$ cat src/rtl/core/acoptu_pkg.sv
`timescale 1ns / 1ps
`default_nettype none
// Shared types, constants and functions of the pheromone table update core.
package acoptu_pkg;

	localparam int ADDR_W = 5;
	localparam int Q16_W = 17;
	localparam int CH_W = 24;
	localparam int AMT_W = 20;
	localparam int OBJ_W = 48;
	localparam int SLOT_Q_W = 9;

	localparam logic [16:0] ONE_Q16 = 17'd65536;
	localparam logic [23:0] CHOICE_MAX = 24'hFFFFFF;

	localparam logic [2:0] FN_RESET = 3'd0;
	localparam logic [2:0] FN_LOAD = 3'd1;
	localparam logic [2:0] FN_LOCAL = 3'd2;
	localparam logic [2:0] FN_EVAP = 3'd3;
	localparam logic [2:0] FN_DEPOSIT = 3'd4;
	localparam logic [2:0] FN_READ = 3'd5;

	localparam logic [2:0] REG_BLOCKS = 3'd0;
	localparam logic [2:0] REG_PERIODS = 3'd1;
	localparam logic [2:0] REG_DESTS = 3'd2;
	localparam logic [2:0] REG_RATE = 3'd3;
	localparam logic [2:0] REG_FLOOR = 3'd4;
	localparam logic [2:0] REG_CEILING = 3'd5;

	typedef struct packed {
		logic [16:0] blocks;
		logic [8:0] periods;
		logic [6:0] dests;
		logic [16:0] rate;
		logic [16:0] floor_lv;
		logic [16:0] ceil_lv;
	} cfg_t;

	typedef enum logic [2:0] {
		WM_CLEAR = 3'b001,
		WM_FILL = 3'b010,
		WM_EVAP = 3'b100
	} walk_mode_t;

	typedef struct packed {
		logic ld_item;
		logic norm;
		logic walk_clr;
		logic walk_inc;
		walk_mode_t walk_mode;
		logic addr_walk;
		logic mem_rd;
		logic calc_a;
		logic calc_b;
		logic calc_c;
		logic wr_time;
		logic wr_dest;
		logic wr_fill;
		logic wr_heur;
		logic div_start;
		logic out_load;
	} cmd_t;

	typedef struct packed {
		logic norm_done;
		logic walk_last;
		logic div_done;
		logic [2:0] func;
		logic not_mined;
		logic no_dest;
	} sts_t;

	typedef logic [255:0][16:0] recip_tbl_t;

	// Rounded Q1.16 reciprocals of 1..256, entry n-1 holds round(65536 / n).
	function automatic recip_tbl_t build_recip();
		recip_tbl_t t;
		logic [17:0] num;
		logic [17:0] rem;
		logic [16:0] quo;
		t = '0;
		for (int n = 1; n <= 256; n++) begin
			num = 18'(65536 + (n >> 1));
			rem = '0;
			quo = '0;
			for (int b = 16; b >= 0; b--) begin
				rem = {rem[16:0], num[b]};
				if (rem >= 18'(n)) begin
					rem = rem - 18'(n);
					quo[b] = 1'b1;
				end
			end
			t[n - 1] = quo;
		end
		return t;
	endfunction

	localparam recip_tbl_t RECIP_TBL = build_recip();

	function automatic logic [16:0] recip_q16(input logic [8:0] n);
		return (n == 9'd0) ? 17'd0 : RECIP_TBL[8'(n - 9'd1)];
	endfunction

	function automatic logic [23:0] choice_sat(input logic [40:0] prod);
		return prod[40] ? CHOICE_MAX : prod[39:16];
	endfunction

endpackage
`default_nettype wire

$ cat src/rtl/core/acoptu_regs.sv
`timescale 1ns / 1ps
`default_nettype none
// Configuration register file behind the APB-style port.
module acoptu_regs #(
	parameter int MAX_BLOCKS = 1024,
	parameter int MAX_PERIODS = 16,
	parameter int MAX_DESTS = 4
) (
	input  logic clk,
	input  logic arst_n,
	input  logic psel,
	input  logic penable,
	input  logic pwrite,
	input  logic [acoptu_pkg::ADDR_W-1:0] paddr,
	input  logic [31:0] pwdata,
	output logic [31:0] prdata,
	output acoptu_pkg::cfg_t cfg
);
	import acoptu_pkg::*;

	localparam int BLK_RST = (MAX_BLOCKS < 1024) ? MAX_BLOCKS : 1024;
	localparam int PER_RST = (MAX_PERIODS < 16) ? MAX_PERIODS : 16;
	localparam int DST_RST = (MAX_DESTS < 4) ? MAX_DESTS : 4;

	cfg_t cfg_q;
	logic wr;
	logic [2:0] idx;
	logic [16:0] q16_val;

	assign wr = psel & penable & pwrite;
	assign idx = paddr[4:2];
	assign q16_val = (pwdata > 32'd65536) ? ONE_Q16 : pwdata[16:0];

	always_ff @(posedge clk or negedge arst_n) begin
		if (!arst_n) begin
			cfg_q.blocks <= 17'(BLK_RST);
			cfg_q.periods <= 9'(PER_RST);
			cfg_q.dests <= 7'(DST_RST);
			cfg_q.rate <= 17'd6554;
			cfg_q.floor_lv <= 17'd66;
			cfg_q.ceil_lv <= 17'd65470;
		end else if (wr) begin
			case (idx)
				REG_BLOCKS: begin
					if (pwdata == 32'd0) cfg_q.blocks <= 17'd1;
					else if (pwdata > 32'(MAX_BLOCKS)) cfg_q.blocks <= 17'(MAX_BLOCKS);
					else cfg_q.blocks <= pwdata[16:0];
				end
				REG_PERIODS: begin
					if (pwdata == 32'd0) cfg_q.periods <= 9'd1;
					else if (pwdata > 32'(MAX_PERIODS)) cfg_q.periods <= 9'(MAX_PERIODS);
					else cfg_q.periods <= pwdata[8:0];
				end
				REG_DESTS: begin
					if (pwdata == 32'd0) cfg_q.dests <= 7'd1;
					else if (pwdata > 32'(MAX_DESTS)) cfg_q.dests <= 7'(MAX_DESTS);
					else cfg_q.dests <= pwdata[6:0];
				end
				REG_RATE: cfg_q.rate <= q16_val;
				REG_FLOOR: cfg_q.floor_lv <= q16_val;
				REG_CEILING: cfg_q.ceil_lv <= q16_val;
				default: ;
			endcase
		end
	end

	always_comb begin
		case (idx)
			REG_BLOCKS: prdata = 32'(cfg_q.blocks);
			REG_PERIODS: prdata = 32'(cfg_q.periods);
			REG_DESTS: prdata = 32'(cfg_q.dests);
			REG_RATE: prdata = 32'(cfg_q.rate);
			REG_FLOOR: prdata = 32'(cfg_q.floor_lv);
			REG_CEILING: prdata = 32'(cfg_q.ceil_lv);
			default: prdata = '0;
		endcase
	end

	assign cfg = cfg_q;

endmodule
`default_nettype wire

$ cat config.mk
export PLATFORM = sky130hd
export DESIGN_NAME = acoptu_regs
export DESIGN_NICKNAME = d
export VERILOG_FILES = /design/src/rtl/core/acoptu_pkg.sv /design/src/rtl/core/acoptu_regs.sv
export SDC_FILE = /design/constraint.sdc
export NUM_CORES = 1
export LEC_CHECK = 0
export ABC_CLOCK_PERIOD_IN_PS = 1700
export BUFFER_PORTS_ARGS = -buffer_cell sky130_fd_sc_hd__buf_2
export CORE_MARGIN = 1.5
export CORE_UTILIZATION = 35
export CTS_CLUSTER_SIZE = 24
export DETAILED_ROUTE_END_ITERATION = 10
export PLACE_DENSITY_LB_ADDON = 0.08
export SYNTH_ARGS = -nofsm -noshare
export SYNTH_HDL_FRONTEND = slang
export SYNTH_SLANG_ARGS = --single-unit
$ cat constraint.sdc
create_clock -name clk -period 1.7 [get_ports clk]
set_input_delay 0.255 -clock clk [delete_from_list [all_inputs] [get_ports clk]]
set_output_delay 0.255 -clock clk [all_outputs]
set_load 0.05 [all_outputs]
==> results of run 1 <==
-- repair_timing --
action | in CTS | in global routing
endpoints found under the hold margin | 16 | 0
setup endpoints to repair | 27 | 55
buffers inserted | 19 | 8
cloned | 0 | 3
resized for setup | 60 | 23
pin swaps | 10 | 13
hold buffers | 1 | 0
-- per-stage QoR --
| step | hold slack (ps) | setup slack [ps] | power, W |
|---|---|---|---|
| 3_5_place_dp | 238 | -448 | 0.00280 |
| 6_report | 217 | -115 | 0.00493 |
| 2_1_floorplan | -40.6 | -205 | 0.00252 |
| 3_3_place_gp | 244 | -402 | 0.00280 |
| 5_1_grt | 213 | -157 | 0.00509 |
| 4_1_cts | 197 | -117 | 0.00492 |
-- per-layer routing --
metal  GRT usage  vias to the layer above  share of wire
li1            -                     2031              -
met1       0.352                     2178           0.48
met2       0.375                      141           0.47
met3      0.0252                       17          0.037
met4      0.0725                        0          0.014
met5           0                        -              0
-- worst max-delay path, stage by stage, from the launching register on --
cell     delay (ps)
dfrtp_1         390
mux4_2          510
inv_2           100
o22ai_4          70
buf_6           160
-- power by group --
part | total [W] | switching [W] | internal (W)
Combinational | 0.000758 | 0.000512 | 0.000246
Sequential | 0.00208 | 0.0000316 | 0.00205
Clock | 0.00209 | 0.000774 | 0.00132
-- cells by family (layout without fill, tap and decap cells) --
family / after synthesis / count (layout) / share of synthesized area
and+or+nand+nor: 176 / 176 / 0.201
AOI/OAI and AO/OA: 106 / 106 / 0.159
DFF: 84 / 84 / 0.501
buffers and inverters: 54 / 266 / 0.0611
muxes: 25 / 25 / 0.0737
xor gates and xnor gates: 2 / 2 / 0.00411
other: 1 / 15 / 0.000880
-- area by class of cell --
type / count / area (um2) / share of cell area
multi-input cells: 324 / 2360 / 0.350
flip-flops and latches: 84 / 2130 / 0.316
repair buffers: 244 / 1730 / 0.256
clock buffers: 11 / 243 / 0.0359
well taps: 147 / 184 / 0.0272
clock inverters: 5 / 75.1 / 0.0111
inverters: 6 / 22.5 / 0.00333
-- worst paths after layout --
kind,startpoint,to,slack [ps],cells past startpoint
worst min register to register,cfg[3],cfg[3],480,2
max in group asynchronous,arst_n,cfg[23],610,3
worst max-delay path,cfg[74],prdata[7],-110,4
worst min-delay path,pwdata[14],cfg[14],220,3
min in group asynchronous,arst_n,cfg[52],430,2
worst max register to register,cfg[67],cfg[67],660,3
-- cell usage in the layout (no fill, tap or decap), types with 6 or more instances in the layout --
cell,instances
buf_6,20
buf_4,93
buf_12,7
o21ai_0,48
nand2_1,70
conb_1,15
a22oi_2,10
mux2_4,10
dfstp_2,26
a32o_1,6
o21ai_1,7
o22ai_4,6
clkbuf_16,11
a22o_1,7
o21ai_4,8
mux2i_1,7
and2_1,11
buf_2,120
dfrtp_1,58
nand3_1,42
nor2_1,15
nor3_1,7
==> run_results.csv, run 1 <==
group,metric,value,unit
sta,rsz0062_at_grt,"true",
global_routing,grt_pass1_wl,23600,um
sta,setup_viol,13,
power_and_ir_drop,peakVddDrop,0.360,mV
status,status,"complete, but fails checks",
finish,postLayoutCellArea,6750,um2
finish,fill_cells,1078,
finish,diodes,0,
worst_setup_path,cp_max_fo,2,
finish,layout-drive-gt1-share,0.519,
worst_setup_path,critPathKind,"flop to output pin",
power_and_ir_drop,p_leak,3.14,nW
logic_synthesis,synth_flop_cell,"dfrtp_1",
placement,dp.cells,774,
finish,instances_no_fill,821,
logic_synthesis,async_flop_share,1.00,
global_routing,track_usage,0.240,
routing,wl,15500,um
worst_setup_path,crit_required,1440,ps
global_routing,grt_pass1_vias,4246,
floorplanning,core,12000,um2
clock_network,path_clk_slew,60,ps
routing,first_pass_iters,4,
routing,vias_per_cell,5.32,
routing,drtIter0Drc,237,
clock_network,numCtsBuffers,9,
routing,ant_nets,0,
clock_network,clock_sinks,84,
placement,hpwl,11200,um
logic_synthesis,synth.ff_latch_count,84,
floorplanning,core.rowCount,40,
routing,wire_per_inst,18.9,um
finish,largest_reg_flops,84,
sta,skew,0,ps
status,violations,"negative setup slack",
worst_setup_path,timing.critical_path.from_type,"flop",
floorplanning,dieArea,12800,um2
logic_synthesis,synth_common_cells,"nand2_1, o21ai_0, dfrtp_1",
sta,finalSetupTns,-1010,ps
sta,fin_crit,1810,ps
routing,via_count,4367,
logic_synthesis,synthTopCellsByArea,"dfrtp_1, dfstp_2, o21ai_0",
routing,drc,0,
sta,drv_slew,0,
finish,area_delta_synth_final,58.5,%
logic_synthesis,avgSynthCellArea,9.51,um2
floorplanning,start_util,0.356,
worst_setup_path,critPathArrivalTime,1560,ps
global_routing,antenna_found_initial,0,
logic_synthesis,ys_warn_count,0,
clock_network,htreeDepth,3,
logic_synthesis,netlist_area,4260,um2
placement,gp_congestion,0.835,
clock_network,cts_tree,"built",
clock_network,root_buffer,"clkbuf_16",
power_and_ir_drop,power_density,730,nW/um2
logic_synthesis,synth_top_cell_by_area,"dfrtp_1",
clock_network,clk_latency,330,ps
global_routing,overflow,0,
placement,dpl-instance-area,5880,um2
global_routing,grt_max_degree,36,
floorplanning,ios,158,
logic_synthesis,synthCells,448,
logic_synthesis,synth_seq_area_share,0.501,
min_path,hp-class,"primary input to flop",
floorplanning,dieWidth,113,um
worst_setup_path,cp-end-kind,"output pin",
logic_synthesis,synth_edf_count,0,
finish,layout.nets,711,
sta,fmax,551,MHz
sta,fin_ws,-115,ps
logic_synthesis,synth_top_area_share,0.341,
floorplanning,die_y,113,um
logic_synthesis,yosysUniqueCellTypes,41,
run,max_cap_viol_count,0,
sta,hold_violations,0,
sta,period_share,1.07,
logic_synthesis,yosys.cell_count.top_type,"nand2_1",
finish,fin_util,0.565,
clock_network,clock_path_buffers,2,
placement,portBuffers,140,
No activity file was read; power rests on OpenSTA's default activity.
==> run 2: changes to the inputs <==
--- a/config.mk
+++ b/config.mk
@@ -12,6 +12,7 @@
 export CTS_CLUSTER_SIZE = 24
 export DETAILED_ROUTE_END_ITERATION = 10
 export PLACE_DENSITY_LB_ADDON = 0.08
+export REMOVE_ABC_BUFFERS = 1
 export SYNTH_ARGS = -nofsm -noshare
 export SYNTH_HDL_FRONTEND = slang
 export SYNTH_SLANG_ARGS = --single-unit
==> run_results.csv, run 2 (synthesis gave the netlist of run 1 again) <==
group,metric,value,unit
clock_network,numCtsBuffers,9,
clock_network,clock_sinks,84,
status,violations,"negative setup slack",
power_and_ir_drop,power_switching,0.00129,W
finish,area_delta_synth_final,48.6,%
floorplanning,ios,158,
worst_setup_path,cp_max_fo,4,
worst_setup_path,r2r-start,"cfg[67]",
clock_network,path_clk_slew,60,ps
global_routing,grt_max_degree,42,
global_routing,grt_pass1_vias,4252,
power_and_ir_drop,p_leak,3.04,nW
worst_setup_path,critPathKind,"primary input to flop",
finish,largest_reg_flops,84,
worst_setup_path,endpoint,"cfg[68]",
run,max_cap_viol_count,0,
clock_network,root_buffer,"clkbuf_16",
worst_setup_path,cp-end-kind,"flop",
sta,fmax,561,MHz
sta,skew,0,ps
global_routing,grt_pass1_wl,23300,um
routing,via_count,4275,
sta,holdWs,234,ps
global_routing,antenna_found_initial,0,
power_and_ir_drop,switching_share,0.271,
routing,wire_per_inst,18.4,um
clock_network,clock_path_buffers,2,
worst_setup_path,crit_start,"pwdata[0]",
routing,first_pass_iters,5,
power_and_ir_drop,power_density,752,nW/um2
global_routing,track_usage,0.239,
worst_setup_path,timing.critical_path.from_type,"primary input",
min_path,hp-class,"primary input to flop",
routing,drtIter0Drc,184,
worst_setup_path,rr_endpoint,"cfg[67]",
clock_network,cts_tree,"built",
worst_setup_path,r2r_slack,640,ps
clock_network,clk_latency,330,ps
sta,fin_ws,-82.0,ps
sta,period_share,1.05,
worst_setup_path,critPathArrivalTime,2050,ps
power_and_ir_drop,comb_power_share,0.144,
finish,layout-drive-gt1-share,0.489,
sta,finalSetupTns,-534,ps
power_and_ir_drop,clockPowerShare,0.420,
sta,setup_viol,9,
finish,final_cell_mix,"buf_2, buf_4, nand2_1, dfrtp_1, o21ai_0",
placement,hpwl,10700,um
clock_network,htreeDepth,3,
worst_setup_path,crit_required,1970,ps
routing,ant_nets,0,
floorplanning,dieWidth,113,um
routing,wl,15000,um
power_and_ir_drop,power.internal,0.00347,W
status,status,"complete, but fails checks",
finish,diodes,0,
routing,drc,0,
sta,fin_crit,1780,ps
global_routing,overflow,0,
floorplanning,core,12000,um2
floorplanning,die_y,113,um
finish,layout.nets,704,
finish,final_common_cell,"buf_2",
floorplanning,start_util,0.356,
placement,portBuffers,140,
power_and_ir_drop,peakVddDrop,0.494,mV
sta,rsz0062_at_grt,"true",
worst_setup_path,ff2ff_path_depth,3,
placement,gp_congestion,0.812,
sta,drv_slew,0,
floorplanning,core.rowCount,40,
power_and_ir_drop,seqPwrFrac,0.436,
sta,hold_violations,0,
routing,vias_per_cell,5.25,
floorplanning,dieArea,12800,um2
## run 2: worst min-delay path by stage
stage          slack, ps       to  depth (start not counted)      start
2_1_floorplan        -40   cfg[0]                          0     arst_n
3_3_place_gp         220  cfg[54]                          1     arst_n
3_5_place_dp         220  cfg[54]                          1     arst_n
4_1_cts              220  cfg[42]                          3  pwdata[8]
5_1_grt              230   cfg[8]                          3  pwdata[8]
6_report             230   cfg[8]                          3  pwdata[8]
## run 2: final cells by class
type	count	area, um2
Fill cell	1134	5630
Inverter	6	22.5
Clock buffer	12	256
Tap cell	147	184
Sequential cell	84	2130
Clock inverter	4	47.5
Multi-Input combinational cell	324	2080
Timing Repair Buffer	237	1610
## run 2: worst max-delay path, stage by stage
cell       delay (ps)
buf_6             100
or4_4             540
or4b_4            550
a2111oi_4         430
a22o_1            180
## run 2: through the flow
step	utilization	total power [W]	instance area, um2	worst slack, ps	cells
final	0.529	0.00476	6330	-82.0	814
after global placement	0.467	0.00276	5580	-471	773
after CTS	0.513	0.00479	6130	-80.7	809
after floorplan	-	0.00242	4080	-606	414
after global routing	0.529	0.00494	6330	-118	814
after detailed placement	0.467	0.00277	5580	-536	773
## run 2: metal layers
metal / share of wire / vias to the layer above / GRT usage
li1: - / 2015 / -
met1: 0.44 / 2085 / 0.319
met2: 0.49 / 160 / 0.404
met3: 0.059 / 15 / 0.0482
met4: 0.0075 / 0 / 0.0500
met5: 0 / - / 0
## run 2: timing repair
item,4_1_cts,5_1_grt
hold buffers,1,0
pin swaps,6,12
gates resized for setup,33,44
buffers inserted,19,5
hold endpoints to repair,20,0
endpoints found under the setup margin,29,57
## run 2: power groups by stage
stage	combinational, W	sequential, W	clock [W]
2_1_floorplan	0.000190	0.00223	0
3_3_place_gp	0.000652	0.00211	0
3_5_place_dp	0.000656	0.00211	0
4_1_cts	0.000670	0.00208	0.00204
5_1_grt	0.000728	0.00208	0.00213
6_report	0.000684	0.00208	0.00200
==> run 3: changes to the inputs <==
--- a/config.mk
+++ b/config.mk
@@ -11,8 +11,8 @@
 export CORE_UTILIZATION = 35
 export CTS_CLUSTER_SIZE = 24
 export DETAILED_ROUTE_END_ITERATION = 10
-export PLACE_DENSITY_LB_ADDON = 0.08
 export REMOVE_ABC_BUFFERS = 1
+export SKIP_CTS_REPAIR_TIMING = 1
 export SYNTH_ARGS = -nofsm -noshare
 export SYNTH_HDL_FRONTEND = slang
 export SYNTH_SLANG_ARGS = --single-unit
==> run_results.csv, run 3 (synthesis gave the netlist of run 1 again) <==
group,metric,value,unit
sta,fin_ws,-111,ps
finish,diodes,0,
finish,final_cell_mix,"buf_2, buf_4, nand2_1, dfrtp_1, o21ai_0",
clock_network,clock_path_buffers,2,
finish,final_common_cell,"buf_2",
status,status,"complete, but fails checks",
worst_setup_path,crit_required,1970,ps
global_routing,track_usage,0.234,
clock_network,clock_sinks,84,
power_and_ir_drop,power_density,780,nW/um2
power_and_ir_drop,power_switching,0.00132,W
worst_setup_path,critPathKind,"primary input to flop",
power_and_ir_drop,p_leak,3.06,nW
routing,vias_per_cell,5.38,
floorplanning,dieArea,12800,um2
finish,fin_util,0.534,
routing,drc,0,
worst_setup_path,r2r_slack,770,ps
clock_network,path_clk_slew,60,ps
placement,dp.cells,779,
power_and_ir_drop,seqPwrFrac,0.416,
routing,drtIter0Drc,183,
worst_setup_path,critPathArrivalTime,2080,ps
floorplanning,die_y,113,um
routing,via_count,4370,
clock_network,numCtsBuffers,9,
placement,portBuffers,140,
floorplanning,core.rowCount,40,
sta,drv_slew,0,
floorplanning,dieWidth,113,um
power_and_ir_drop,comb_power_share,0.146,
sta,period_share,1.07,
finish,area_delta_synth_final,49.9,%
clock_network,htreeDepth,3,
power_and_ir_drop,peakVddDrop,0.490,mV
routing,wire_per_inst,18.6,um
finish,layout.nets,703,
worst_setup_path,r2r-start,"cfg[67]",
clock_network,cts_tree,"built",
global_routing,antenna_found_initial,0,
sta,skew,0,ps
worst_setup_path,rr_endpoint,"cfg[67]",
global_routing,grt_max_degree,48,
finish,instances_no_fill,813,
power_and_ir_drop,clockPowerShare,0.437,
finish,layout-drive-gt1-share,0.491,
floorplanning,start_util,0.356,
placement,preCtsSetupSlack,-475,ps
status,violations,"negative setup slack",
sta,setup_viol,11,
worst_setup_path,timing.critical_path.from_type,"primary input",
worst_setup_path,cp-end-kind,"flop",
placement,hpwl,10900,um
global_routing,grt_pass1_wl,23300,um
finish,fill_cells,1093,
clock_network,root_buffer,"clkbuf_16",
worst_setup_path,crit_start,"pwdata[0]",
power_and_ir_drop,power.internal,0.00366,W
placement,gp_congestion,0.832,
worst_setup_path,cp_max_fo,4,
worst_setup_path,ff2ff_path_depth,2,
routing,wl,15100,um
sta,fin_crit,1810,ps
sta,fmax,552,MHz
routing,ant_nets,0,
global_routing,overflow,0,
power_and_ir_drop,switching_share,0.265,
floorplanning,ios,158,
run,max_cap_viol_count,0,
worst_setup_path,endpoint,"cfg[68]",
finish,largest_reg_flops,84,
min_path,hp-class,"primary input to flop",
sta,hold_violations,0,
global_routing,grt_pass1_vias,4286,
clock_network,clk_latency,330,ps
floorplanning,core,12000,um2
sta,finalSetupTns,-776,ps
routing,first_pass_iters,5,
sta,rsz0062_at_grt,"true",
==> run 3: layer usage <==
layer	up-vias	share of wire	track usage
met5	-	0	0
met4	0	0.024	0.0808
met3	36	0.058	0.0396
met2	179	0.49	0.392
met1	2146	0.43	0.308
li1	2009	-	-
==> run 3: through the flow <==
| stage | area [um2] | power [W] | hold WS [ps] |
|---|---|---|---|
| floorplan | 4080 | 0.00242 | -40.6 |
| global placement | 5610 | 0.00276 | 100 |
| detailed placement | 5610 | 0.00277 | 104 |
| CTS | 5950 | 0.00494 | -247 |
| global route | 6380 | 0.00515 | 275 |
| finish | 6380 | 0.00498 | 265 |
==> run 3: how the worst min path moves through the flow <==
stage / startpoint / to / slack [ps] / depth (start not counted)
finish: pwdata[1] / cfg[59] / 270 / 3
global route: pwdata[1] / cfg[59] / 280 / 3
CTS: arst_n / cfg[54] / -250 / 1
detailed placement: arst_n / cfg[54] / 100 / 1
global placement: arst_n / cfg[36] / 100 / 1
floorplan: arst_n / cfg[0] / -40 / 0
==> run 3: worst max-delay path: stages <==
cell and delay (ps):
buf_6 100, or4_4 540, or4b_4 560, a2111oi_4 430, a22o_1 200
==> run 3: layout make-up <==
class                           instances  area [um2]  area share
Timing Repair Buffer                  236        1600       0.251
Clock buffer                           11         253      0.0396
Tap cell                              147         184      0.0288
Inverter                                6        22.5     0.00353
Clock inverter                          5        82.6      0.0129
Sequential cell                        84        2130       0.334
Multi-Input combinational cell        324        2110       0.330
==> run 3: power by group through the flow <==
stage	logic, W	clock network [W]	registers [W]
2_1_floorplan	0.000190	0	0.00223
3_5_place_dp	0.000659	0	0.00211
6_report	0.000728	0.00218	0.00207
3_3_place_gp	0.000651	0	0.00211
4_1_cts	0.000661	0.00220	0.00207
5_1_grt	0.000772	0.00230	0.00208
