===== src/rtl/core/acoptu_pkg.sv =====
`timescale 1ns / 1ps
`default_nettype none
// Shared types, constants and functions of the pheromone table update core.
package acoptu_pkg;

	localparam int ADDR_W = 5;
	localparam int Q16_W = 17;
	localparam int CH_W = 24;
	localparam int AMT_W = 20;
	localparam int OBJ_W = 48;
	localparam int SLOT_Q_W = 9;

	localparam logic [16:0] ONE_Q16 = 17'd65536;
	localparam logic [23:0] CHOICE_MAX = 24'hFFFFFF;

	localparam logic [2:0] FN_RESET = 3'd0;
	localparam logic [2:0] FN_LOAD = 3'd1;
	localparam logic [2:0] FN_LOCAL = 3'd2;
	localparam logic [2:0] FN_EVAP = 3'd3;
	localparam logic [2:0] FN_DEPOSIT = 3'd4;
	localparam logic [2:0] FN_READ = 3'd5;

	localparam logic [2:0] REG_BLOCKS = 3'd0;
	localparam logic [2:0] REG_PERIODS = 3'd1;
	localparam logic [2:0] REG_DESTS = 3'd2;
	localparam logic [2:0] REG_RATE = 3'd3;
	localparam logic [2:0] REG_FLOOR = 3'd4;
	localparam logic [2:0] REG_CEILING = 3'd5;

	typedef struct packed {
		logic [16:0] blocks;
		logic [8:0] periods;
		logic [6:0] dests;
		logic [16:0] rate;
		logic [16:0] floor_lv;
		logic [16:0] ceil_lv;
	} cfg_t;

	typedef enum logic [2:0] {
		WM_CLEAR = 3'b001,
		WM_FILL = 3'b010,
		WM_EVAP = 3'b100
	} walk_mode_t;

	typedef struct packed {
		logic ld_item;
		logic norm;
		logic walk_clr;
		logic walk_inc;
		walk_mode_t walk_mode;
		logic addr_walk;
		logic mem_rd;
		logic calc_a;
		logic calc_b;
		logic calc_c;
		logic wr_time;
		logic wr_dest;
		logic wr_fill;
		logic wr_heur;
		logic div_start;
		logic out_load;
	} cmd_t;

	typedef struct packed {
		logic norm_done;
		logic walk_last;
		logic div_done;
		logic [2:0] func;
		logic not_mined;
		logic no_dest;
	} sts_t;

	typedef logic [255:0][16:0] recip_tbl_t;

	// Rounded Q1.16 reciprocals of 1..256, entry n-1 holds round(65536 / n).
	function automatic recip_tbl_t build_recip();
		recip_tbl_t t;
		logic [17:0] num;
		logic [17:0] rem;
		logic [16:0] quo;
		t = '0;
		for (int n = 1; n <= 256; n++) begin
			num = 18'(65536 + (n >> 1));
			rem = '0;
			quo = '0;
			for (int b = 16; b >= 0; b--) begin
				rem = {rem[16:0], num[b]};
				if (rem >= 18'(n)) begin
					rem = rem - 18'(n);
					quo[b] = 1'b1;
				end
			end
			t[n - 1] = quo;
		end
		return t;
	endfunction

	localparam recip_tbl_t RECIP_TBL = build_recip();

	function automatic logic [16:0] recip_q16(input logic [8:0] n);
		return (n == 9'd0) ? 17'd0 : RECIP_TBL[8'(n - 9'd1)];
	endfunction

	function automatic logic [23:0] choice_sat(input logic [40:0] prod);
		return prod[40] ? CHOICE_MAX : prod[39:16];
	endfunction

endpackage
`default_nettype wire


===== src/rtl/core/acoptu_ctrl.sv =====
`timescale 1ns / 1ps
`default_nettype none
// Controller state machine sequencing the datapath per transaction.
module acoptu_ctrl (
	input  logic clk,
	input  logic arst_n,
	input  logic item_valid,
	output logic item_ready,
	output logic result_valid,
	input  logic result_ready,
	input  acoptu_pkg::sts_t sts,
	output acoptu_pkg::cmd_t cmd
);
	import acoptu_pkg::*;

	typedef enum logic [12:0] {
		ST_CLEAR = 13'b0000000000001,
		ST_IDLE = 13'b0000000000010,
		ST_NORM = 13'b0000000000100,
		ST_FILL = 13'b0000000001000,
		ST_HEUR = 13'b0000000010000,
		ST_RD = 13'b0000000100000,
		ST_CA = 13'b0000001000000,
		ST_CB = 13'b0000010000000,
		ST_CC = 13'b0000100000000,
		ST_WR = 13'b0001000000000,
		ST_DIV = 13'b0010000000000,
		ST_ORD = 13'b0100000000000,
		ST_OUT = 13'b1000000000000
	} state_t;

	state_t state_q;
	state_t state_d;
	logic out_valid_q;
	logic evap;

	assign evap = sts.func == FN_EVAP;

	always_comb begin
		state_d = state_q;
		cmd = '0;
		cmd.walk_mode = WM_FILL;
		item_ready = 1'b0;
		unique case (state_q)
			ST_CLEAR: begin
				cmd.walk_mode = WM_CLEAR;
				cmd.addr_walk = 1'b1;
				cmd.wr_time = 1'b1;
				cmd.wr_dest = 1'b1;
				cmd.wr_fill = 1'b1;
				if (sts.walk_last) begin
					cmd.walk_clr = 1'b1;
					state_d = ST_IDLE;
				end else begin
					cmd.walk_inc = 1'b1;
				end
			end
			ST_IDLE: begin
				item_ready = 1'b1;
				if (item_valid) begin
					cmd.ld_item = 1'b1;
					cmd.walk_clr = 1'b1;
					state_d = ST_NORM;
				end
			end
			ST_NORM: begin
				if (!sts.norm_done) begin
					cmd.norm = 1'b1;
				end else begin
					case (sts.func)
						FN_RESET: state_d = ST_FILL;
						FN_LOAD: state_d = ST_HEUR;
						FN_LOCAL, FN_EVAP, FN_DEPOSIT: state_d = ST_RD;
						default: state_d = ST_ORD;
					endcase
				end
			end
			ST_FILL: begin
				cmd.addr_walk = 1'b1;
				cmd.wr_time = 1'b1;
				cmd.wr_dest = 1'b1;
				cmd.wr_fill = 1'b1;
				if (sts.walk_last) state_d = ST_ORD;
				else cmd.walk_inc = 1'b1;
			end
			ST_HEUR: begin
				cmd.wr_heur = 1'b1;
				state_d = ST_ORD;
			end
			ST_RD: begin
				cmd.addr_walk = evap;
				cmd.mem_rd = 1'b1;
				state_d = ST_CA;
			end
			ST_CA: begin
				cmd.calc_a = 1'b1;
				state_d = ST_CB;
			end
			ST_CB: begin
				cmd.calc_b = 1'b1;
				state_d = ST_CC;
			end
			ST_CC: begin
				cmd.calc_c = 1'b1;
				state_d = ST_WR;
			end
			ST_WR: begin
				cmd.walk_mode = WM_EVAP;
				cmd.addr_walk = evap;
				cmd.wr_time = 1'b1;
				cmd.wr_dest = ((sts.func == FN_LOCAL) && !sts.no_dest)
					|| ((sts.func == FN_DEPOSIT) && !sts.not_mined);
				if (!evap) begin
					state_d = ST_ORD;
				end else if (sts.walk_last) begin
					cmd.div_start = 1'b1;
					state_d = ST_DIV;
				end else begin
					cmd.walk_inc = 1'b1;
					state_d = ST_RD;
				end
			end
			ST_DIV: begin
				if (sts.div_done) state_d = ST_ORD;
			end
			ST_ORD: begin
				cmd.mem_rd = 1'b1;
				state_d = ST_OUT;
			end
			ST_OUT: begin
				if (!out_valid_q || result_ready) begin
					cmd.out_load = 1'b1;
					state_d = ST_IDLE;
				end
			end
			default: state_d = ST_IDLE;
		endcase
	end

	always_ff @(posedge clk or negedge arst_n) begin
		if (!arst_n) begin
			state_q <= ST_CLEAR;
			out_valid_q <= 1'b0;
		end else begin
			state_q <= state_d;
			if (cmd.out_load) out_valid_q <= 1'b1;
			else if (result_ready) out_valid_q <= 1'b0;
		end
	end

	assign result_valid = out_valid_q;

endmodule
`default_nettype wire


===== config.mk =====
export PLATFORM = sky130hd
export DESIGN_NAME = acoptu_ctrl
export DESIGN_NICKNAME = d
export VERILOG_FILES = /design/src/rtl/core/acoptu_pkg.sv /design/src/rtl/core/acoptu_ctrl.sv
export SDC_FILE = /design/constraint.sdc
export NUM_CORES = 1
export LEC_CHECK = 0
export ABC_AREA = 1
export BUFFER_PORTS_ARGS = -buffer_cell sky130_fd_sc_hd__buf_2
export CAP_MARGIN = 5
export CORE_MARGIN = 2
export CORE_UTILIZATION = 34
export DETAILED_ROUTE_END_ITERATION = 10
export PLACE_DENSITY = 0.54
export SLEW_MARGIN = 40
export SYNTH_ARGS = -nofsm -noshare
export SYNTH_HDL_FRONTEND = slang
export SYNTH_SLANG_ARGS = --single-unit

===== constraint.sdc =====
create_clock -name clk -period 2.17 [get_ports clk]
set_input_delay 0.651 -clock clk [delete_from_list [all_inputs] [get_ports clk]]
set_output_delay 0.651 -clock clk [all_outputs]
set_load 0.05 [all_outputs]

==> results of run 1 <==
==> registers in the layout, summed over array words and instances (netlist names) <==
| name | cells |
|---|---|
| result_valid | 1 |
| state_q | 13 |
==> synthesized netlist by cell type <==
master,number
o21ai_2,1
nand2_4,1
nor4_1,4
o21ai_0,5
dfstp_2,1
and3_1,2
inv_2,3
nand2_2,5
dfrtp_1,13
nand2_1,28
nor2_1,23
nor2_2,2
inv_1,34
nor3b_1,1
o32ai_1,1
o22ai_1,1
nor3_1,5
nand3_4,1
nand3b_1,3
nor2_4,3
a21oi_1,1
o21ai_1,1
nand4_1,2
nand3_1,10
o31ai_1,1
==> area by class of cell <==
class | count | area share [%]
Inverter | 37 | 7.98
Timing Repair Buffer | 76 | 31.5
Tap cell | 31 | 1.98
Sequential cell | 14 | 17.9
Clock buffer | 4 | 1.85
Multi-Input combinational cell | 101 | 38.7
==> kinds of logic after synthesis <==
group	after synthesis
AO/OA/AOI/OAI	11
AND/OR/NAND/NOR	90
flip-flops	14
buffers and inverters	37
==> power by group <==
part           total (mW)  internal (mW)  switching (mW)
Clock               0.197          0.102          0.0951
Combinational        1.03          0.410           0.615
Sequential          0.320          0.293          0.0266
Total                1.54          0.805           0.737
==> layer usage <==
metal	part of all wire [%]	wire, um	vias to the layer above	GRT usage, %
met2	52	1610	27	34.5
met1	44	1370	543	25.0
met3	3.6	113	2	3.08
met4	0.86	27	0	5.98
met5	0	0	-	0
li1	-	-	634	-
==> worst max-delay path, stage by stage (launching register included) <==
cell and delay, ns:
dfrtp_1 0.42, nor2_4 0.17, nand3_4 0.11, nor2_4 0.16, nand2_2 0.11, buf_4 0.17, nand2_8 0.07, o21ai_4 0.06
inv_4 0.05, buf_8 0.13
==> per-stage QoR <==
stage | TNS [ns] | hold slack (ns) | util, % | power, mW | instance area, um2
2_1_floorplan | -0.827 | 0.355 | - | 0.831 | 1110
3_3_place_gp | -0.250 | 0.546 | 55.6 | 1.07 | 1550
3_5_place_dp | -0.390 | 0.556 | 55.6 | 1.08 | 1550
4_1_cts | -2.64 | 0.268 | 66.0 | 1.44 | 1840
5_1_grt | -3.84 | 0.273 | 70.4 | 1.63 | 1960
6_report | -2.10 | 0.252 | 70.4 | 1.54 | 1960
==> worst paths after layout <==
| kind | slack [ns] | endpoint | startpoint |
|---|---|---|---|
| max | -0.22 | cmd[4] | state_q[11]$_DFFE_PN0P_ |
| min | 0.25 | state_q[11]$_DFFE_PN0P_ | arst_n |
| max reg2reg | -0.05 | state_q[1]$_DFFE_PN0P_ | state_q[10]$_DFFE_PN0P_ |
| min reg2reg | 0.57 | result_valid$_DFFE_PN0P_ | result_valid$_DFFE_PN0P_ |
| max in group asynchronous | 1.62 | state_q[0]$_DFFE_PN1P_ | arst_n |
| min in group clk | 0.55 | result_valid$_DFFE_PN0P_ | result_ready |
==> repair_timing <==
item,CTS,global route
endpoints found under the setup margin,19,26
pin swaps,11,16
gates resized for setup,55,32
hold endpoints to repair,0,0
setup buffers,11,4
==> metrics.yaml, run 1 <==
outcome: "complete, but fails checks"
violations: "setup timing"
synth.distinct_cells: 25
critPathArrivalTime_ns: 1.74
ir_worst_vdd_mv: 0.615
routed_wl_mm: 3.13
grt_pass1_wl_mm: 5.15
cap_violations: 0
r2r_cells: 19
ant_nets: 0
end_kind: "primary output"
drtIter0Drc: 20
place_inst: 246
hold_violations: 0
power.density_nw_per_um2: 787
synth-seq-cells: 14
insertion_delay_ns: 0.29
crit_path_start_kind: "flop"
fin_cells: 263
worstMarginPinSlew_ns: 0.340
grt_max_degree: 15
yosysTopAreaCell: "dfrtp_1"
num_rows: 19
synthAdderAreaFrac_pct: 0
diodes: 0
firstDrtPassIters: 4
power.leakage_nw: 1.10
syn_area_per_cell_um2: 6.64
portBuffers: 31
setup_ws_ns: -0.222
gp_congestion: 0.785
muxShareOfSynthArea_pct: 0
initial_core_util_pct: 36.3
synth_top_area_share_pct: 32.2
drive_above_1_share_pct: 59.9
antenna_found_initial: 0
tritoncts: "done"
ctsLongestPathBuffers: 2
synth-simple-area-share_pct: 44.9
synth_warnings: 0
setup.worst_path.class: "flop to primary output"
postCtsHoldBufs: 0
grt_pass1_vias: 1203
die_w_um: 58.5
syn_area_um2: 1010
synth_top_family_by_area: "simple AND/OR/NAND/NOR gates"
nets: 245
place_hpwl_mm: 2.34
layout_min_cycle_time_ns: 2.39
dr_total_vias: 1206
coreArea_um2: 2780
die_h_um: 58.5
seq_area_frac_synth_pct: 34.8
synth_xor_area_share_pct: 0
grt_setup_unrepaired: "yes"
worstPathRequired_ns: 1.52
root_buffer: "clkbuf_4"
finalSetupViolCount: 19
fmax_mhz: 418
syn2layout_area_growth_pct: 94.1
drcViolationCount: 0
crit_fanout: 3
mappedNetlistNets: 164
hold_class: "input pin to async pin"
ioPinCount: 32
drv_slew: 0
layout_common_cells: "44 x buf_4, 25 x inv_1, 19 x nand2_1"
wl_per_cell_um: 11.9
path_clk_slew_ns: 0.10
period_share_pct: 110
cts_made_buffers: 3
multi_input_area_um2: 758
grt-ovfl-total: 0
relSlewSlack_pct: 77.3
final_common_cell: "buf_4"
synth-compound-area-share_pct: 6.57
htree_levels: 1
clkSinkCount: 14
track_usage_pct: 19.8
synthTopCellsByArea: "dfrtp_1 32%, inv_1 13%, nand2_1 10%"
seqCellArea_um2: 352
dieArea_um2: 3420
viasPerCell: 4.59
place_ws_ns: -0.125
syn-instance-count: 152
finClkSkew_ns: 0.00889
nFillCells: 234
No activity file was read; power rests on OpenSTA's default activity.
==> run 2: changes to the inputs <==
--- a/config.mk
+++ b/config.mk
@@ -5,13 +5,13 @@
 export SDC_FILE = /design/constraint.sdc
 export NUM_CORES = 1
 export LEC_CHECK = 0
-export ABC_AREA = 1
+export ABC_AREA = 0
 export BUFFER_PORTS_ARGS = -buffer_cell sky130_fd_sc_hd__buf_2
 export CAP_MARGIN = 5
 export CORE_MARGIN = 2
 export CORE_UTILIZATION = 34
 export DETAILED_ROUTE_END_ITERATION = 10
-export PLACE_DENSITY = 0.54
+export PLACE_DENSITY = 0.53
 export SLEW_MARGIN = 40
 export SYNTH_ARGS = -nofsm -noshare
 export SYNTH_HDL_FRONTEND = slang
==> constraint.sdc (replaced) <==
create_clock -name clk -period 2.17 [get_ports clk]
set_input_delay 0.651 -clock clk [delete_from_list [all_inputs] [get_ports clk]]
set_output_delay 0.651 -clock clk [all_outputs]
set_load 0.1 [all_outputs]
==> run 2 against run 1 <==
Net effect:
- the flow still finishes with violations (setup timing)
- count of clock-buffer cells in the layout stayed put
- fmax fell by 13%
- synthesized cell count shrank 14%
- combinational power grew 50%
- first-iteration DRC count grew to 4.1 times the previous value
- register-to-register slack worse by 0.03 ns
- highest routed layer unchanged
==> metrics.yaml, run 2 <==
synth-seq-cells: 14  # unchanged
nets: 225  # -8.2%
async_flop_share_pct: 100  # unchanged
synth-edff-count: 0  # unchanged
coreArea_um2: 3310  # +19%
synthTopCellsByArea: "dfrtp_1 28%, nor3b_1 6.5%, nor4_1 3.8%"
gp_congestion: 0.876  # +12%
grt_pass1_vias: 1378  # +15%
setup.worst_path.class: "flop to primary output"
antenna_found_initial: 0  # unchanged
finalSetupViolCount: 20  # +1
track_usage_pct: 21.7  # +1.9 points
synth_flop_cell: "dfrtp_1"
layout_min_cycle_time_ns: 2.75  # +0.360 ns
synth.distinct_cells: 54  # +120%
clockPowerShare_pct: 8.3  # -4.5 points
critPathArrivalTime_ns: 2.10  # +0.36 ns
path_clk_slew_ns: 0.10  # about the same
finClkSkew_ns: 0.0131  # +0.00424 ns
grt_setup_unrepaired: "yes"
worstPathRequired_ns: 1.52  # about the same
synth_top_family_by_area: "simple AND/OR/NAND/NOR gates"
diodes: 0  # unchanged
drive_above_1_share_pct: 63.2  # +3.3 points
place_inst: 239  # -2.8%
finalPower_mw: 2.03  # +32%
ir_worst_vdd_mv: 1.11  # +81%
crit_path_start_kind: "flop"
syn-instance-count: 130  # -14%
wl_per_cell_um: 15.6  # +31%
synth_top_area_share_pct: 28.0  # -4.2 points
r2r-start: "state_q[10]$_DFFE_PN0P_"
synth-compound-area-share_pct: 14.5  # +8.0 points
hold_slack_ns: 0.234  # -0.0185 ns
seq_power_share_pct: 15.9  # -4.8 points
fmax_mhz: 363  # -13%
tritoncts: "done"
comb_power_share_pct: 75.8  # +9.3 points
synthAdderAreaFrac_pct: 0  # unchanged
ioPinCount: 32  # unchanged
final_common_cell: "buf_4"
startpoint: "state_q[6]$_DFFE_PN0P_"
fin_tns_setup_ns: -8.36  # -6.26 ns
synth_xor_area_share_pct: 3.77  # +3.8 points
p_int_mw: 1.07  # +32%
syn_area_um2: 1160  # +15%
grt_max_degree: 15  # unchanged
die_w_um: 62.5  # +6.8%
insertion_delay_ns: 0.30  # about the same
layout_common_cells: "51 x buf_4, 22 x buf_12, 12 x buf_2, 12 x dfrtp_1, 7 x nor3b_1"
htree_levels: 1  # unchanged
portBuffers: 31  # unchanged
syn_area_per_cell_um2: 8.94  # +35%
hold_class: "input pin to async pin"
ant_nets: 0  # unchanged
synthTopCellsByCount: "13 x dfrtp_1, 10 x nor3b_1, 9 x nand2_1"
largest_register_ff_count: 13  # unchanged
ctsLongestPathBuffers: 2  # unchanged
dr_total_vias: 1350  # +12%
firstDrtPassIters: 4  # unchanged
viasPerCell: 5.23  # +14%
power.density_nw_per_um2: 864  # +9.7%
drtIter0Drc: 82  # +310%
yosysTopAreaCell: "dfrtp_1"
routed_wl_mm: 4.02  # +29%
place_hpwl_mm: 2.89  # +23%
relSlewSlack_pct: 68.0  # -9.3 points
violations: "setup timing"
mappedNetlistNets: 142  # -13%
drcViolationCount: 0  # unchanged
grt-ovfl-total: 0  # unchanged
outcome: "complete, but fails checks"
cap_violations: 0  # unchanged
synth_most_common_cell: "dfrtp_1"
p_sw_mw: 0.964  # +31%
synth-simple-area-share_pct: 42.6  # -2.2 points
grt_pass1_wl_mm: 6.81  # +32%
p_sw_share_pct: 47.5  # -0.31 points
hold_violations: 0  # unchanged
nFillCells: 244  # +4.3%
muxShareOfSynthArea_pct: 2.15  # +2.2 points
root_buffer: "clkbuf_4"
cts_made_buffers: 3  # unchanged
dieArea_um2: 3900  # +14%
die_h_um: 62.5  # +6.8%
clkSinkCount: 14  # unchanged
power.leakage_nw: 1.04  # -5.3%
syn2layout_area_growth_pct: 102
num_rows: 21  # +2
synth_warnings: 0  # unchanged
initial_core_util_pct: 35.1  # -1.2 points
seq_area_frac_synth_pct: 30.2  # -4.6 points
crit_fanout: 4  # +1
top_register: "state_q"
setup_ws_ns: -0.582  # -0.360 ns
fin_cells: 258  # -1.9%
drv_slew: 0  # unchanged
end_kind: "primary output"
period_share_pct: 127  # +17 points
worstMarginPinSlew_ns: 0.484  # +0.144 ns
run 2: timing repair:
| item | 4_1_cts | 5_1_grt |
|---|---|---|
| hold buffers | 0 | 0 |
| pin swaps | 8 | 10 |
| resized for setup | 19 | 8 |
| endpoints found under the setup margin | 20 | 20 |
| buffers inserted | 9 | 9 |
run 2: kinds of logic after synthesis:
family / count (synthesis)
xor gates and xnor gates: 5
buffers and inverters: 16
DFF: 14
and+or+nand+nor: 71
muxes: 2
AOI/OAI and AO/OA: 22
run 2: power by group through the flow:
stage	clock network, mW	logic, mW	registers, mW
3_5_place_dp	0	1.33	0.327
6_report	0.168	1.54	0.324
4_1_cts	0.175	1.45	0.322
3_3_place_gp	0	1.32	0.323
2_1_floorplan	0	0.821	0.322
5_1_grt	0.190	1.62	0.328
run 2: final timing paths:
check	end	slack [ns]	cells past startpoint
max in group asynchronous	state_q[0]$_DFFE_PN1P_	1.62	1
min in group clk	result_valid$_DFFE_PN0P_	0.58	2
min reg2reg	result_valid$_DFFE_PN0P_	0.58	2
max	cmd[15]	-0.58	7
max reg2reg	state_q[3]$_DFFE_PN0P_	-0.08	7
min	state_q[9]$_DFFE_PN0P_	0.23	1
run 2: final cells by class:
| class | count | area (um2) | area share [%] |
|---|---|---|---|
| multi-input combinational | 100 | 956 | 40.7 |
| timing repair buffer | 89 | 928 | 39.5 |
| sequential | 14 | 353 | 15.0 |
| tap | 46 | 57.6 | 2.45 |
| inverter | 5 | 30.0 | 1.28 |
| clock buffer | 4 | 26.3 | 1.12 |
run 2: critical path: stages, from the launching register on:
cell and delay [ns]:
dfrtp_1 0.43, nor4_4 0.37, nand4_1 0.15, buf_4 0.18
nor3b_4 0.20, and2_4 0.20, a21o_4 0.10, buf_12 0.16
run 2: metal layers:
layer  track usage (%)  vias up  wire length (um)
li1                  -      647                 -
met1              26.9      657              1660
met2              38.0       39              2140
met3              4.50        7               174
met4              5.56        0                49
met5                 0        -                 0
run 2: stage by stage:
step | instance area (um2) | util, % | setup slack (ns)
floorplan | 1330 | - | -1.41
global placement | 2080 | 62.7 | -0.169
detailed placement | 2080 | 62.7 | -0.222
CTS | 2250 | 67.9 | -0.540
global route | 2350 | 71.0 | -0.683
finish | 2350 | 71.0 | -0.582
==> run 3: changes to the inputs <==
==> constraint.sdc (replaced) <==
create_clock -name clk -period 2.17 [get_ports clk]
set_input_delay 0.1085 -clock clk [delete_from_list [all_inputs] [get_ports clk]]
set_output_delay 0.1085 -clock clk [all_outputs]
set_load 0.1 [all_outputs]
==> run 3 against run 2 <==
Net effect:
- the run still ends with setup timing left
- via count fell by 3.8%
- worst hold slack got worse by 0.15 ns
- utilization down 6.7 points
- sequential power rose by 2%
- setup slack gained 0.57 ns
- cell count down 8.1%
- routed wire length shrank 1.5%
- first-iteration DRC count rose by 7.3%
- flip-flop and latch count stayed put
- fmax is 26% higher
- clock power increased by 23%
- die area is the same
- largest power group unchanged
==> metrics.yaml, run 3 (synthesis results as in run 2) <==
fin_tns_setup_ns: -0.0133  # +8.35 ns
layout_min_cycle_time_ns: 2.18  # -0.568 ns
end_kind: "primary output"
gr-usage-met3_pct: 5.41  # +0.90 points
crit_fanout: 5  # +1
dieArea_um2: 3900  # unchanged
worstMarginPinSlew_ns: 0.502  # +0.0177 ns
met1_usage_pct: 24.1  # -2.8 points
place_area_um2: 1820  # -13%
finalSetupViolCount: 1  # -95%
track_usage_pct: 19.7  # -2.0 points
initial_core_util_pct: 35.1  # unchanged
top_register: "state_q"
setup.worst_path.class: "flop to primary output"
r2r_cells: 5  # -2
routed_wl_mm: 3.96  # -1.5%
fmax_mhz: 458  # +26%
grt_pass1_vias: 1258  # -8.7%
viasPerCell: 5.48  # +4.7%
place_hpwl_mm: 2.70  # -6.8%
gp_congestion: 0.850  # -3.0%
outcome: "complete, but fails checks"
crit_slowest_cell: "dfrtp_2"
busiest_layer: "met2"
num_rows: 21  # unchanged
drive_above_1_share_pct: 61.3  # -2.0 points
r2r_end: "state_q[3]$_DFFE_PN0P_"
crit_end: "cmd[14]"
ir_worst_vdd_mv: 0.815  # -27%
violations: "setup timing"
startpoint: "state_q[10]$_DFFE_PN0P_"
ctsLongestPathBuffers: 2  # unchanged
finalPower_mw: 1.97  # -3.1%
grt_max_degree: 15  # unchanged
drcViolationCount: 0  # unchanged
multi_input_area_um2: 928  # -2.9%
r2r_slack_ns: 0.19  # +0.27 ns
wl_per_cell_um: 16.7  # +7.2%
power.density_nw_per_um2: 924  # +7.0%
setup_ws_ns: -0.0133  # +0.568 ns
relSlewSlack_pct: 66.5  # -1.5 points
layout_common_cells: "33 x buf_4, 18 x buf_12, 12 x buf_2"
coreArea_um2: 3310  # unchanged
path_clk_slew_ns: 0.11  # about the same
tritoncts: "done"
diodes: 0  # unchanged
portBuffers: 31  # unchanged
grt_setup_unrepaired: "yes"
design_area_um2: 2130  # -9.5%
hold_violations: 0  # unchanged
ioPinCount: 32  # unchanged
nets: 204  # -9.3%
hold_class: "input pin to flop"
clkSinkCount: 14  # unchanged
cts_made_buffers: 3  # unchanged
largest_register_ff_count: 13  # unchanged
seqCellArea_um2: 357  # +1.1%
power.leakage_nw: 0.922  # -11%
htree_levels: 1  # unchanged
grt_pass1_wl_mm: 6.15  # -9.6%
insertion_delay_ns: 0.31  # about the same
crit_path_start_kind: "flop"
r2r-start: "state_q[10]$_DFFE_PN0P_"
grt-ovfl-total: 0  # unchanged
worstPathRequired_ns: 2.06  # +0.54 ns
root_buffer: "clkbuf_4"
dr_total_vias: 1299  # -3.8%
die_w_um: 62.5  # unchanged
grt.met2_usage_pct: 34.5  # -3.5 points
final_common_cell: "buf_4"
period_share_pct: 101  # -26 points
nFillCells: 289  # +18%
antenna_found_initial: 0  # unchanged
finClkSkew_ns: 0.0181  # +0.00499 ns
cap_violations: 0  # unchanged
ant_nets: 0  # unchanged
drv_slew: 0  # unchanged
path_cells: "or3_4 > nor3_4 > nand3_4 > buf_6 > a21oi_4 > buf_12"
die_h_um: 62.5  # unchanged
max_stage_delay_ns: 0.47  # +0.04 ns
firstDrtPassIters: 4  # unchanged
critPathArrivalTime_ns: 2.07  # -0.03 ns
drtIter0Drc: 88  # +7.3%
syn2layout_area_growth_pct: 83.1
place_ws_ns: 0.175  # +0.397 ns
run 3: cell count changes in the layout (fill, tap and decap cells not counted), sizes merged:
cell,previous run,this run
buf,89,67
clkinvlp,1,0
dlygate4sd3,0,1
inv,4,5
run 3: report_power, final:
group / switching (mW) / leakage (nW) / internal, mW / total [mW]
clock: 0.104 / 0.0210 / 0.103 / 0.207
combinational: 0.799 / 0.719 / 0.632 / 1.43
sequential: 0.0373 / 0.181 / 0.291 / 0.329
total: 0.940 / 0.922 / 1.03 / 1.97
run 3: how the worst min path moves through the flow:
stage	start	endpoint	slack, ns	cells past startpoint
5_1_grt	item_valid	state_q[1]$_DFFE_PN0P_	0.11	3
3_5_place_dp	arst_n	state_q[9]$_DFFE_PN0P_	0.04	1
3_3_place_gp	arst_n	state_q[12]$_DFFE_PN0P_	0.04	1
2_1_floorplan	arst_n	result_valid$_DFFE_PN0P_	-0.19	0
6_report	item_valid	state_q[1]$_DFFE_PN0P_	0.09	3
4_1_cts	item_valid	state_q[1]$_DFFE_PN0P_	0.10	3
run 3: final cells by class:
type	instances	area share (%)
Timing Repair Buffer	68	34.0
Tap cell	46	2.70
Multi-Input combinational cell	100	43.6
Inverter	5	1.23
Clock buffer	4	1.70
Sequential cell	14	16.8
run 3: stage by stage:
| stage | hold slack, ns | util (%) | cells |
|---|---|---|---|
| global placement | 0.0366 | 54.8 | 212 |
| global route | 0.105 | 64.3 | 237 |
| finish | 0.0866 | 64.3 | 237 |
| floorplan | -0.187 | - | 130 |
| CTS | 0.100 | 59.1 | 226 |
| detailed placement | 0.0430 | 54.8 | 212 |
run 3: what timing repair did:
item                                    4_1_cts  5_1_grt
setup buffers                                 9       12
hold buffers                                  1        0
pin swaps                                     4       15
gates resized for setup                       7       24
endpoints found under the hold margin        13        0
endpoints found under the setup margin       13       15
run 3: routing by layer:
layer / up-vias / share of wire [%] / wire (um)
met5: - / 0 / 0
met4: 0 / 2.1 / 83
met3: 14 / 5.7 / 227
met2: 52 / 50 / 1990
met1: 628 / 42 / 1650
li1: 605 / - / -
run 3: critical path, delay by kind of cell, from the launching register on:
kind	cells	cell delay (ns)
AND/OR/NAND/NOR	3	0.79
buffers and inverters	2	0.35
AO/OA/AOI/OAI	1	0.15
flip-flops	1	0.47
